===== src/hdl/knn_pkg.sv =====
// shared types, constants and codes of the k nearest neighbor selector
package knn_pkg;

   // parameter defaults
   localparam int K_MAX_DEFAULT       = 16;
   localparam int INDEX_WIDTH_DEFAULT = 20;
   localparam int COORD_WIDTH_DEFAULT = 16;

   // fixed field widths of the ports
   localparam int FIELD_COORD_W = 16;
   localparam int FIELD_COUNT_W = 5;
   localparam int OUT_INDEX_W   = 20;
   localparam int OUT_DIST_W    = 34;
   localparam int OUT_RANK_W    = 4;
   localparam int CSR_INDEX_W   = 2;

   // register map of the configuration port
   typedef enum logic [CSR_INDEX_W-1:0] {
      CSR_NEIGHBOR_COUNT = 2'd0,
      CSR_QUERY_X        = 2'd1,
      CSR_QUERY_Y        = 2'd2,
      CSR_QUERY_Z        = 2'd3
   } csr_index_type;

   // one cloud point
   typedef struct packed {
      logic signed [FIELD_COORD_W-1:0] point_x;
      logic signed [FIELD_COORD_W-1:0] point_y;
      logic signed [FIELD_COORD_W-1:0] point_z;
      logic                            end_of_cloud;
   } req_payload_type;

   // one neighbor result
   typedef struct packed {
      logic [OUT_INDEX_W-1:0] neighbor_index;
      logic [OUT_DIST_W-1:0]  sqr_distance;
      logic [OUT_RANK_W-1:0]  rank;
      logic                   empty_result;
      logic                   last_of_run;
   } rsp_payload_type;

   // controller states
   typedef enum logic [2:0] {
      ST_IDLE,
      ST_SQUARE,
      ST_SUM,
      ST_INSERT,
      ST_EMIT
   } knn_state_type;

   // controller to datapath
   typedef struct packed {
      logic load;
      logic square;
      logic sum;
      logic insert;
      logic emit;
   } knn_cmd_type;

   // datapath to controller
   typedef struct packed {
      logic end_of_cloud;
      logic out_free;
      logic emit_done;
   } knn_status_type;

endpackage


===== src/hdl/k_nearest_neighbor_select.sv =====
// top level of the streaming k nearest neighbor selector
// Points arrive on the req_ channel as signed x, y, z and are numbered from 0 in
// arrival order; the block keeps the k nearest (k = neighbor_count, capped at
// K_MAX) to the query point sorted by squared distance, a new point going ahead
// of stored points at equal distance. Each point passes through accept with
// the coordinate differences, square, sum of squares, and one compare-and-shift
// step of the sorted register row; the next point is taken only after that step.
// On a point marked end_of_cloud the list follows on the rsp_ channel, nearest
// first, one result per cycle out of the result register while rsp_stall is low,
// with last_of_run on the final one; an empty cloud or k of zero gives a single
// result flagged empty_result. The list and numbering then restart, and the next
// point may be accepted while the final result still waits. Points beyond the
// INDEX_WIDTH numbering range are ignored. Write the csr_ registers only while
// the block is idle.
module k_nearest_neighbor_select #(
   parameter int K_MAX       = knn_pkg::K_MAX_DEFAULT,
   parameter int INDEX_WIDTH = knn_pkg::INDEX_WIDTH_DEFAULT,
   parameter int COORD_WIDTH = knn_pkg::COORD_WIDTH_DEFAULT
) (
   input  logic                              clock,
   input  logic                              reset,
   input  logic                              csr_write_enable,
   input  knn_pkg::csr_index_type            csr_index,
   input  logic [knn_pkg::FIELD_COORD_W-1:0] csr_write_data,
   input  logic                              req_valid,
   output logic                              req_stall,
   input  knn_pkg::req_payload_type          req_payload,
   output logic                              rsp_valid,
   input  logic                              rsp_stall,
   output knn_pkg::rsp_payload_type          rsp_payload
);
   import knn_pkg::*;

   knn_cmd_type    cmd;
   knn_status_type status;

   // sequencing
   knn_ctrl u_ctrl (
      .clock     (clock),
      .reset     (reset),
      .req_valid (req_valid),
      .req_stall (req_stall),
      .status    (status),
      .cmd       (cmd)
   );

   // arithmetic and storage
   knn_datapath #(
      .K_MAX       (K_MAX),
      .INDEX_WIDTH (INDEX_WIDTH),
      .COORD_WIDTH (COORD_WIDTH)
   ) u_datapath (
      .clock            (clock),
      .reset            (reset),
      .csr_write_enable (csr_write_enable),
      .csr_index        (csr_index),
      .csr_write_data   (csr_write_data),
      .req_payload      (req_payload),
      .cmd              (cmd),
      .status           (status),
      .rsp_valid        (rsp_valid),
      .rsp_stall        (rsp_stall),
      .rsp_payload      (rsp_payload)
   );

endmodule


===== src/hdl/knn_ctrl.sv =====
// sequencing state machine of the k nearest neighbor selector
module knn_ctrl (
   input  logic                    clock,
   input  logic                    reset,
   input  logic                    req_valid,
   output logic                    req_stall,
   input  knn_pkg::knn_status_type status,
   output knn_pkg::knn_cmd_type    cmd
);
   import knn_pkg::*;

   knn_state_type state_ff;
   knn_state_type state_in;

   // state register
   always_ff @(posedge clock) begin
      if (reset) begin
         state_ff <= ST_IDLE;
      end else begin
         state_ff <= state_in;
      end
   end

   // next state
   always_comb begin
      state_in = state_ff;
      case (state_ff)
         ST_IDLE: begin
            if (req_valid) begin
               state_in = ST_SQUARE;
            end
         end
         ST_SQUARE: begin
            state_in = ST_SUM;
         end
         ST_SUM: begin
            state_in = ST_INSERT;
         end
         ST_INSERT: begin
            state_in = status.end_of_cloud ? ST_EMIT : ST_IDLE;
         end
         ST_EMIT: begin
            if (status.out_free && status.emit_done) begin
               state_in = ST_IDLE;
            end
         end
         default: begin
            state_in = ST_IDLE;
         end
      endcase
   end

   // outputs
   always_comb begin
      cmd       = '0;
      req_stall = 1'b1;
      case (state_ff)
         ST_IDLE: begin
            req_stall = 1'b0;
            cmd.load  = req_valid;
         end
         ST_SQUARE: begin
            cmd.square = 1'b1;
         end
         ST_SUM: begin
            cmd.sum = 1'b1;
         end
         ST_INSERT: begin
            cmd.insert = 1'b1;
         end
         ST_EMIT: begin
            cmd.emit = status.out_free;
         end
         default: begin
            cmd = '0;
         end
      endcase
   end

   // at most one datapath step per cycle
   assert property (@(posedge clock) disable iff (reset) $onehot0(cmd))
      else $error("knn_ctrl: more than one command at once");

   // an insertion ends either in idle or in emission
   assert property (@(posedge clock) disable iff (reset)
      (state_ff == ST_INSERT) |=> (state_ff == ST_IDLE || state_ff == ST_EMIT))
      else $error("knn_ctrl: bad state after insertion");

endmodule


===== src/hdl/knn_datapath.sv =====
// distance arithmetic, sorted neighbor row and result register
module knn_datapath #(
   parameter int K_MAX       = knn_pkg::K_MAX_DEFAULT,
   parameter int INDEX_WIDTH = knn_pkg::INDEX_WIDTH_DEFAULT,
   parameter int COORD_WIDTH = knn_pkg::COORD_WIDTH_DEFAULT
) (
   input  logic                                    clock,
   input  logic                                    reset,
   input  logic                                    csr_write_enable,
   input  knn_pkg::csr_index_type                  csr_index,
   input  logic [knn_pkg::FIELD_COORD_W-1:0]       csr_write_data,
   input  knn_pkg::req_payload_type                req_payload,
   input  knn_pkg::knn_cmd_type                    cmd,
   output knn_pkg::knn_status_type                 status,
   output logic                                    rsp_valid,
   input  logic                                    rsp_stall,
   output knn_pkg::rsp_payload_type                rsp_payload
);
   import knn_pkg::*;

   localparam int CNT_W      = $clog2(K_MAX + 1);
   localparam int KCMP_W     = (CNT_W > FIELD_COUNT_W) ? CNT_W : FIELD_COUNT_W;
   localparam int ARR_W      = INDEX_WIDTH + 1;
   localparam int CX_W       = (COORD_WIDTH > FIELD_COORD_W) ? COORD_WIDTH : FIELD_COORD_W;
   localparam int DIFF_W     = COORD_WIDTH + 1;
   localparam int SQ_W       = 2 * DIFF_W;
   localparam int DIST_W     = SQ_W + 2;
   localparam int IDX_EXT_W  = INDEX_WIDTH + OUT_INDEX_W;
   localparam int DIST_EXT_W = DIST_W + OUT_DIST_W;

   // configuration registers
   logic [FIELD_COUNT_W-1:0] neighbor_count_ff;
   logic [FIELD_COORD_W-1:0] query_x_ff;
   logic [FIELD_COORD_W-1:0] query_y_ff;
   logic [FIELD_COORD_W-1:0] query_z_ff;

   always_ff @(posedge clock) begin
      if (reset) begin
         neighbor_count_ff <= FIELD_COUNT_W'(1);
         query_x_ff        <= '0;
         query_y_ff        <= '0;
         query_z_ff        <= '0;
      end else if (csr_write_enable) begin
         case (csr_index)
            CSR_NEIGHBOR_COUNT: neighbor_count_ff <= csr_write_data[FIELD_COUNT_W-1:0];
            CSR_QUERY_X:        query_x_ff        <= csr_write_data;
            CSR_QUERY_Y:        query_y_ff        <= csr_write_data;
            CSR_QUERY_Z:        query_z_ff        <= csr_write_data;
            default: begin
            end
         endcase
      end
   end

   // effective k, saturated at the row length
   logic [KCMP_W-1:0] k_wide;
   logic [CNT_W-1:0]  k_eff;

   assign k_wide = (KCMP_W'(neighbor_count_ff) > KCMP_W'(K_MAX))
                   ? KCMP_W'(K_MAX) : KCMP_W'(neighbor_count_ff);
   assign k_eff  = k_wide[CNT_W-1:0];

   // coordinate as a COORD_WIDTH-bit two's complement value
   function automatic logic signed [COORD_WIDTH-1:0] coord(
      input logic [FIELD_COORD_W-1:0] v
   );
      logic [CX_W-1:0] wide;
      wide = CX_W'(v);
      return wide[COORD_WIDTH-1:0];
   endfunction

   // absolute difference of two coordinates
   function automatic logic [DIFF_W-1:0] abs_diff(
      input logic [FIELD_COORD_W-1:0] a,
      input logic [FIELD_COORD_W-1:0] b
   );
      logic signed [COORD_WIDTH-1:0] ca;
      logic signed [COORD_WIDTH-1:0] cb;
      logic signed [DIFF_W-1:0]      d;
      ca = coord(a);
      cb = coord(b);
      d  = DIFF_W'(ca) - DIFF_W'(cb);
      return d[DIFF_W-1] ? DIFF_W'(-d) : DIFF_W'(d);
   endfunction

   // point stage: differences to the query and end mark
   logic [DIFF_W-1:0] adiff_ff [3];
   logic              eoc_ff;

   always_ff @(posedge clock) begin
      if (cmd.load) begin
         adiff_ff[0] <= abs_diff(req_payload.point_x, query_x_ff);
         adiff_ff[1] <= abs_diff(req_payload.point_y, query_y_ff);
         adiff_ff[2] <= abs_diff(req_payload.point_z, query_z_ff);
         eoc_ff      <= req_payload.end_of_cloud;
      end
   end

   // square stage
   logic [SQ_W-1:0] sq_ff [3];

   always_ff @(posedge clock) begin
      if (cmd.square) begin
         for (int a = 0; a < 3; a++) begin
            sq_ff[a] <= adiff_ff[a] * adiff_ff[a];
         end
      end
   end

   // sum stage
   logic [DIST_W-1:0] dist_ff;

   always_ff @(posedge clock) begin
      if (cmd.sum) begin
         dist_ff <= DIST_W'(sq_ff[0]) + DIST_W'(sq_ff[1]) + DIST_W'(sq_ff[2]);
      end
   end

   // sorted row, kept count and arrival numbering
   logic [DIST_W-1:0]      dist_row_ff [K_MAX];
   logic [DIST_W-1:0]      dist_row_in [K_MAX];
   logic [INDEX_WIDTH-1:0] idx_row_ff  [K_MAX];
   logic [INDEX_WIDTH-1:0] idx_row_in  [K_MAX];
   logic [CNT_W-1:0]       kept_ff;
   logic [CNT_W-1:0]       kept_in;
   logic [ARR_W-1:0]       arrival_ff;
   logic [ARR_W-1:0]       arrival_in;
   logic [CNT_W-1:0]       n_cut;
   logic [CNT_W-1:0]       n_new;
   logic [K_MAX-1:0]       lt;
   logic [K_MAX-1:0]       lt_prev;
   logic                   full;
   logic                   index_ok;
   logic                   do_insert;

   // stored entries nearer than the new point form a prefix of the row
   always_comb begin
      n_cut = (kept_ff > k_eff) ? k_eff : kept_ff;
      full  = 1'b0;
      for (int j = 0; j < K_MAX; j++) begin
         lt[j] = (CNT_W'(j) < n_cut) && (dist_row_ff[j] < dist_ff);
         if ((CNT_W'(j + 1) == k_eff) && lt[j]) begin
            full = 1'b1;
         end
      end
      lt_prev   = K_MAX'({lt, 1'b1});
      index_ok  = !arrival_ff[INDEX_WIDTH];
      do_insert = index_ok && (k_eff != '0) && ((n_cut < k_eff) || !full);
      if (do_insert && (n_cut < k_eff)) begin
         n_new = n_cut + CNT_W'(1);
      end else begin
         n_new = n_cut;
      end
   end

   // row update: insert with shift right, or shift left while emitting
   always_comb begin
      dist_row_in = dist_row_ff;
      idx_row_in  = idx_row_ff;
      if (cmd.insert && do_insert) begin
         if (!lt[0]) begin
            dist_row_in[0] = dist_ff;
            idx_row_in[0]  = arrival_ff[INDEX_WIDTH-1:0];
         end
         for (int j = 1; j < K_MAX; j++) begin
            if (!lt[j]) begin
               if (lt_prev[j]) begin
                  dist_row_in[j] = dist_ff;
                  idx_row_in[j]  = arrival_ff[INDEX_WIDTH-1:0];
               end else begin
                  dist_row_in[j] = dist_row_ff[j-1];
                  idx_row_in[j]  = idx_row_ff[j-1];
               end
            end
         end
      end else if (cmd.emit) begin
         for (int j = 0; j < K_MAX - 1; j++) begin
            dist_row_in[j] = dist_row_ff[j+1];
            idx_row_in[j]  = idx_row_ff[j+1];
         end
      end
   end

   // count and numbering next values
   always_comb begin
      kept_in    = kept_ff;
      arrival_in = arrival_ff;
      if (cmd.insert) begin
         if (eoc_ff) begin
            kept_in    = '0;
            arrival_in = '0;
         end else begin
            kept_in = n_new;
            if (index_ok) begin
               arrival_in = arrival_ff + ARR_W'(1);
            end
         end
      end
   end

   always_ff @(posedge clock) begin
      dist_row_ff <= dist_row_in;
      idx_row_ff  <= idx_row_in;
   end

   always_ff @(posedge clock) begin
      if (reset) begin
         kept_ff    <= '0;
         arrival_ff <= '0;
      end else begin
         kept_ff    <= kept_in;
         arrival_ff <= arrival_in;
      end
   end

   // emission counters
   logic [CNT_W-1:0]      emit_left_ff;
   logic [OUT_RANK_W-1:0] rank_ff;

   always_ff @(posedge clock) begin
      if (cmd.insert) begin
         emit_left_ff <= n_new;
         rank_ff      <= '0;
      end else if (cmd.emit) begin
         if (emit_left_ff != '0) begin
            emit_left_ff <= emit_left_ff - CNT_W'(1);
         end
         rank_ff <= rank_ff + OUT_RANK_W'(1);
      end
   end

   // result register
   logic                  rsp_valid_ff;
   rsp_payload_type       rsp_ff;
   rsp_payload_type       rsp_in;
   logic [IDX_EXT_W-1:0]  idx_ext;
   logic [DIST_EXT_W-1:0] dist_ext;

   assign idx_ext  = IDX_EXT_W'(idx_row_ff[0]);
   assign dist_ext = DIST_EXT_W'(dist_row_ff[0]);

   always_comb begin
      if (emit_left_ff == '0) begin
         rsp_in.neighbor_index = '0;
         rsp_in.sqr_distance   = '0;
         rsp_in.rank           = '0;
         rsp_in.empty_result   = 1'b1;
         rsp_in.last_of_run    = 1'b1;
      end else begin
         rsp_in.neighbor_index = idx_ext[OUT_INDEX_W-1:0];
         rsp_in.sqr_distance   = dist_ext[OUT_DIST_W-1:0];
         rsp_in.rank           = rank_ff;
         rsp_in.empty_result   = 1'b0;
         rsp_in.last_of_run    = (emit_left_ff == CNT_W'(1));
      end
   end

   always_ff @(posedge clock) begin
      if (reset) begin
         rsp_valid_ff <= 1'b0;
      end else if (cmd.emit) begin
         rsp_valid_ff <= 1'b1;
      end else if (!rsp_stall) begin
         rsp_valid_ff <= 1'b0;
      end
   end

   always_ff @(posedge clock) begin
      if (cmd.emit) begin
         rsp_ff <= rsp_in;
      end
   end

   assign rsp_valid   = rsp_valid_ff;
   assign rsp_payload = rsp_ff;

   // status to the controller
   assign status.end_of_cloud = eoc_ff;
   assign status.out_free     = !rsp_valid_ff || !rsp_stall;
   assign status.emit_done    = (emit_left_ff <= CNT_W'(1));

   // the row never holds more than its length
   assert property (@(posedge clock) disable iff (reset) kept_ff <= CNT_W'(K_MAX))
      else $error("knn_datapath: kept count beyond row length");

   // numbering stops at the end of the index range
   assert property (@(posedge clock) disable iff (reset)
      arrival_ff <= (ARR_W'(1) << INDEX_WIDTH))
      else $error("knn_datapath: arrival counter past its limit");

   // an empty result is the only and final one of its run
   assert property (@(posedge clock) disable iff (reset)
      (rsp_valid_ff && rsp_ff.empty_result) |-> (rsp_ff.last_of_run && rsp_ff.rank == '0))
      else $error("knn_datapath: empty result not a lone final result");

endmodule

===== config.mk =====
export PLATFORM = sky130hd
export DESIGN_NAME = k_nearest_neighbor_select
export DESIGN_NICKNAME = d
export VERILOG_FILES = /design/src/hdl/knn_pkg.sv /design/src/hdl/k_nearest_neighbor_select.sv /design/src/hdl/knn_ctrl.sv /design/src/hdl/knn_datapath.sv
export SDC_FILE = /design/constraint.sdc
export NUM_CORES = 2
export LEC_CHECK = 0
export ABC_AREA = 0
export BUFFER_PORTS_ARGS = -buffer_cell sky130_fd_sc_hd__buf_2
export CORE_ASPECT_RATIO = 1.1
export CORE_MARGIN = 3
export CORE_UTILIZATION = 60
export DETAILED_ROUTE_END_ITERATION = 12
export PLACE_DENSITY = 0.76
export SLEW_MARGIN = 20
export SYNTH_ARGS = -nofsm -noshare
export SYNTH_HDL_FRONTEND = slang
export SYNTH_SLANG_ARGS = --single-unit

===== constraint.sdc =====
create_clock -name clock -period 14.3 [get_ports clock]
set_input_delay 1.43 -clock clock [delete_from_list [all_inputs] [get_ports clock]]
set_output_delay 1.43 -clock clock [all_outputs]
set_load 0.005 [all_outputs]

Word level (Yosys, flattened, before mapping)
Memories as Yosys holds them, arrays and structs flattened.
Cells that the tools add are included.
{"block": "classes", "add_sub_neg": 12, "multipliers": 3, "n_lt_le_gt_ge": 36, "eq_ne": 43, "n_mux": 109, "bitwise": 1, "reduce_logical": 74}
{"operator": "$mux W36", "n": 30}
{"operator": "$mux W540", "n": 2}
{"operator": "$mux W20", "n": 30}
{"operator": "$mux W300", "n": 2}
{"operator": "$lt A36 B36 Y1", "n": 16}
{"operator": "$mul A17 B17 Y34", "n": 3}
{"operator": "$mux W17", "n": 3}
{"operator": "$neg A17 Y17", "n": 3}
{"operator": "$sub A16 B16 Y17", "n": 3}
{"operator": "$reduce_and A2 Y1", "n": 23}
{"operator": "$mux W21", "n": 2}
{"operator": "$eq A4 B5 Y1 const A", "n": 8}
{"operator": "$lt A4 B5 Y1 const A", "n": 8}
{"operator": "$logic_and A1 B1 Y1", "n": 37}
{"operator": "$add A36 B34 Y36", "n": 1}
{"operator": "$add A34 B34 Y35", "n": 1}
{"operator": "$mux W5", "n": 7}
{"operator": "$ne A2 B2 Y1 const B", "n": 16}
{"operator": "$mux W1", "n": 28}
{"operator": "$add A21 B1 Y21 const B", "n": 1}
{"operator": "$eq A3 B5 Y1 const A", "n": 4}
{"operator": "$lt A3 B5 Y1 const A", "n": 4}
{"operator": "$pmux W3 S5", "n": 1}
{"operator": "$eq A2 B5 Y1 const A", "n": 2}
{"operator": "other kinds (28)", "n": 43}
{"block": "totals", "register_bits": 1085, "ramBits": 153, "out_inout_bits": 62, "wordCells": 330, "memories": 2}
{"name": "u_datapath.sq_ff", "depth": 3, "width": 34, "rd": 3, "rd_clocked_by_memory_dff": 0, "write_ports": 3, "line": "knn_datapath.sv:100", "rtl": "logic [SQ_W-1:0] sq_ff [3];"}
{"name": "u_datapath.adiff_ff", "depth": 3, "width": 17, "rd": 3, "rd_clocked_by_memory_dff": 0, "write_ports": 3, "line": "knn_datapath.sv:87", "rtl": "logic [DIFF_W-1:0] adiff_ff [3];"}

Depth between registers and ports, before layout
{"block": "logic_depth", "depth_word": 29, "depth_mapped": 26, "mapped_depth_nobuf": 25}

Cells and area by module
Synthesis repeated with hierarchy kept, for this count alone.
{"block": "hier_totals", "cells_unflattened": 9899, "hier_area_um2": 97318.3}
{"module": "knn_datapath", "instances": 1, "cells_per_inst": 9882, "area_each_um2": 97165.7, "seq_area_each_um2": 36154.7}
{"module": "knn_ctrl", "instances": 1, "cells_per_inst": 17, "area_each_um2": 152.6, "seq_area_each_um2": 60.1}

Least setup slack after synthesis
OpenSTA, ideal clock, no wires.
{"block": "synth_timing", "path_type": "register to register", "start": "register u_ctrl.state_ff[0]", "end": "memory u_datapath.sq_ff[0][0] (netlist name) (enable)", "setup_time_ns": 0.701, "arrival_ns": 7.671, "slack_ns": 5.928, "stages_incl_launch_ff": 2, "path_buffers": 0, "period_less_slack_ns": 8.372, "cell_sequence": "dfxtp_1 > nor3b_1"}
{"item": "start: declaration", "line": "knn_ctrl.sv:12", "rtl": "knn_state_type state_ff;"}
{"item": "start signal: assignment", "line": "knn_ctrl.sv:20", "rtl": "state_ff <= state_in;"}
{"item": "end: declaration", "line": "knn_datapath.sv:100"}

==> PnR_summary.wiki <==
{| class="wikitable"
! Metric !! Value
|-
| Area of the die || ~170000 um^2
|-
| Number of global-route vias before repair || 72650
|-
| Via count of the routed design || 70390
|-
| Max cap viols || 0
|-
| Detailed Route Iter0 Violations || 6017
|-
| Count of hold buffers inserted by post-cts repair || 0
|-
| Clock transition at the register clock pins on the worst setup and hold paths after CTS || 0.06 ns
|-
| Synthesized instance count || 9190
|-
| Setup slack of the critical path after layout || 5.848 ns
|-
| HPWL after DPL || 192400 um
|-
| Peak fanout along the critical path || 86
|-
| Initial antenna violation count || 22
|-
| Sum of routed wire length over all layers || 263300 um
|-
| Slowest cell on the critical path || nor4_1
|-
| Minimum period implied by the final worst setup slack || about 8.5 ns
|-
| Pin count of the biggest net entering global routing || roughly 180
|-
| Number of buffers inserted by port buffering || between 100 and 150
|-
| Setup TNS after final layout || 0 ns
|-
| Hold slack final || 0.4523 ns
|-
| Post-Syn Area || 100100 um^2
|-
| Signal arrival time at the worst endpoint || 9.00 ns
|-
| Syn nets || 10850
|-
| Setup Fix Bufs, Post-CTS || 0
|-
| Outcome || finished, final reports clean
|-
| Final number of setup-violating endpoints || 0
|-
| Most used cell along the critical path || buf_4
|-
| Portion of the post-synthesis area used by sequential elements || 36.16%
|-
| Nature of the critical path startpoint || flop
|-
| Hold Violations, Final || 0
|-
| Ys async rst share || 0%
|-
| CTS root buf || clkbuf_16
|-
| Maximum clock frequency || roughly 0.12 GHz
|-
| Gpl congestion || 0.9531
|-
| Worst setup path class || flop to flop
|-
| RSZ-0062 raised after global routing || false
|-
| Max Slew Vio Count || 0
|-
| Type of destination of the critical path || flop
|-
| Count of flip-flops with a built-in enable after synthesis || 1148
|-
| Worst Path Buf+Inv || 6
|-
| Effective utilization at floorplan || 60.64%
|-
| Worst EP required || 14.85 ns
|-
| Final core utilization || around two thirds
|-
| TritonCTS Buffers || around 140
|-
| Ranking of synthesized cells by area || edfxtp_1 (34%), ha_1 (13%), fa_1 (12%)
|-
| Num rows || around 160
|-
| DIE WIDTH || 395.5 um
|-
| Layout cells sized above 1 || about 15%
|-
| Clock network latency to the later pin of the worst-skew pair || 0.82 ns
|-
| Count of unresolved DRC violations after routing || 0
|-
| Top FF cell, synth || edfxtp_1
|-
| First-pass iteration count of the detailed router || 6
|-
| Hold Crit Class || flop to flop
|-
| Worst stage delay on the critical path || 0.92 ns
|-
| Cell breakdown of the critical path || inv_1 > buf_4 > ha_1 > nand4_1 > nor4_1 > o21ai_0 > nand2_1 > nor3_1 > nand3_4 > or4_1 > o2111a_1 > o2111ai_2 > o31ai_4 > buf_4 > buf_4 > buf_4 > buf_6 > mux2_1
|-
| Routed wirelength normalized by instance count || around 23 um
|-
| Sum of overflow across all layers after global routing || 0
|-
| Number of levels in the clock H-tree || 4
|-
| Most numerous cell types in the synthesized netlist || edfxtp_1 (1148), ha_1 (1010), nand2_1 (969), mux2_2 (895), inv_1 (877)
|-
| Buffers from clock root to sink, at most || 3
|-
| Final critical-path share of the clock period || 59.11%
|-
| Final layout net count || 10810
|-
| Global router's overall resource usage || a little under a third
|-
| Height of the die || 434.5 um
|-
| Global-route wire length before repair || 411400 um
|-
| Yosys Warn Count || 0
|-
| Seq cells post-synth || about 1200
|-
| Worst slew pin tran || 1.220 ns
|-
| Number of top-level pins || 134
|-
| Core Footprint || 165100 um^2
|-
| Resized Gates After CTS || 0
|-
| Final ANT Viol Nets || 0
|-
| Most area-hungry cell type in the Yosys netlist || edfxtp_1
|-
| Top-area cell type share of the netlist area || 34.43%
|-
| Average footprint of a synthesized cell || about 11 um^2
|-
| Clock sink count || 1235
|-
| Synth-to-Final Area Change || 7.244%
|-
| Number of vias per cell || around 6.1
|-
| Worst setup slack before clock tree synthesis || 5.766 ns
|-
| Gate family responsible for the most delay along the worst path || buffers and inverters
|-
| Unique cell type count in the Yosys netlist || 84
|-
| Worst setup skew after layout || 0.03784 ns
|-
| Max-slew headroom || 18.07%
|-
| TritonCTS clock tree || built
|-
| Most frequently used cell type in the post-synthesis netlist || edfxtp_1
|}
## cell families (layout without fill, tap and decap cells)
family,after synthesis,after routing,synth area share [%]
AO/OA/AOI/OAI,1580,1580,9.342
flip-flops,1235,1235,36.16
multiplexers,1200,1200,13.49
XOR/XNOR,254,254,2.222
other,0,5,0
AND/OR/NAND/NOR,2023,2023,9.370
buffers and inverters,1307,1371,5.179
adder cells (fa/ha/maj),1591,1591,24.23
## per-layer routing
| layer | global-route usage [%] | wire (um) | share of wire [%] |
|---|---|---|---|
| met5 | 0 | 88 | 0.033 |
| met4 | 13.77 | 12620 | 4.8 |
| met3 | 4.351 | 17190 | 6.5 |
| met2 | 52.97 | 129400 | 49 |
| met1 | 38.17 | 104100 | 40 |
## final timing paths
kind / startpoint / to / slack (ns) / cells after the start
worst min-delay path: u_datapath.query_x_ff[1] / u_datapath.query_x_ff[1] / 0.45 / 2
worst min register to register: u_datapath.query_x_ff[1] / u_datapath.query_x_ff[1] / 0.45 / 2
worst max-delay path: u_datapath.dist_ff[22] / u_datapath.idx_row_ff[76] / 5.85 / 18
worst max register to register: u_datapath.dist_ff[22] / u_datapath.idx_row_ff[76] / 5.85 / 18
## layout make-up
type	count	area [um^2]
well taps	2212	2768
flip-flops and latches	1235	36210
repair buffers	237	1499
inverters	879	3301
multi-input cells	6648	58980
clock buffers	183	3716
diodes	5	12.51
clock inverters	72	900.9
fillers	12660	57740
## registers in the layout, summed over array words and instances, names as in the netlist
name / count
u_datapath.dist_row_ff: 540
u_datapath.idx_row_ff: 300
u_datapath.sq_ff: 99
u_datapath.rsp_payload: 60
u_datapath.adiff_ff: 51
u_datapath.dist_ext: 36
u_datapath.dist_ff: 36
u_datapath.arrival_ff: 21
u_datapath.idx_ext: 20
u_datapath.query_x_ff: 16
u_datapath.query_y_ff: 16
u_datapath.query_z_ff: 16
u_datapath.emit_left_ff: 5
u_datapath.kept_ff: 5
u_datapath.neighbor_count_ff: 5
u_datapath.rank_ff: 4
u_ctrl.state_ff: 3
u_datapath.eoc_ff: 1
u_datapath.rsp_valid: 1
## worst reg2reg max path: stages, from the launching register on
cell and delay (ns):
edfxtp_1 0.60, inv_1 0.09, buf_4 0.29, ha_1 0.42, nand4_1 0.18, nor4_1 0.92, o21ai_0 0.67, nand2_1 0.21
nor3_1 0.12, nand3_4 0.34, or4_1 0.19, o2111a_1 0.20, o2111ai_2 0.23, o31ai_4 0.26, buf_4 0.80, buf_4 0.66
buf_4 0.81, buf_6 0.72, mux2_1 0.48
## per-stage QoR
step / cells / instance area [um^2]
floorplan: 9190 / 100100
global placement: 11210 / 102700
detailed placement: 11210 / 102700
CTS: 11470 / 107300
global route: 11470 / 107400
finish: 11470 / 107400
## cells in the final DEF, fill, tap and decap left out, types with 16 or more instances in the layout
cell       instances
o31ai_1           21
edfxtp_1        1148
buf_2            133
o21bai_1          17
a31oi_1           38
nand2_1          967
buf_4             99
a21oi_1          374
and3_1            16
a21o_1           174
xor2_1            81
a211oi_1          48
nor3_1            71
inv_1            877
clkinv_1          22
clkbuf_16        141
nand3_1           79
nand4_1          101
xnor2_1          173
fa_1             581
ha_1            1010
clkbuf_1          39
o21a_1            49
dfxtp_1           87
nor2b_1          114
nor2_1           309
o211ai_1          17
and2_1           200
or3_1             28
clkinv_2          17
mux2_1           300
nand2b_1          43
mux2_2           895
o21ai_0          691
Power is not shown: default switching activity piles up to over one toggle a cycle in this logic, so the estimate is an artifact.
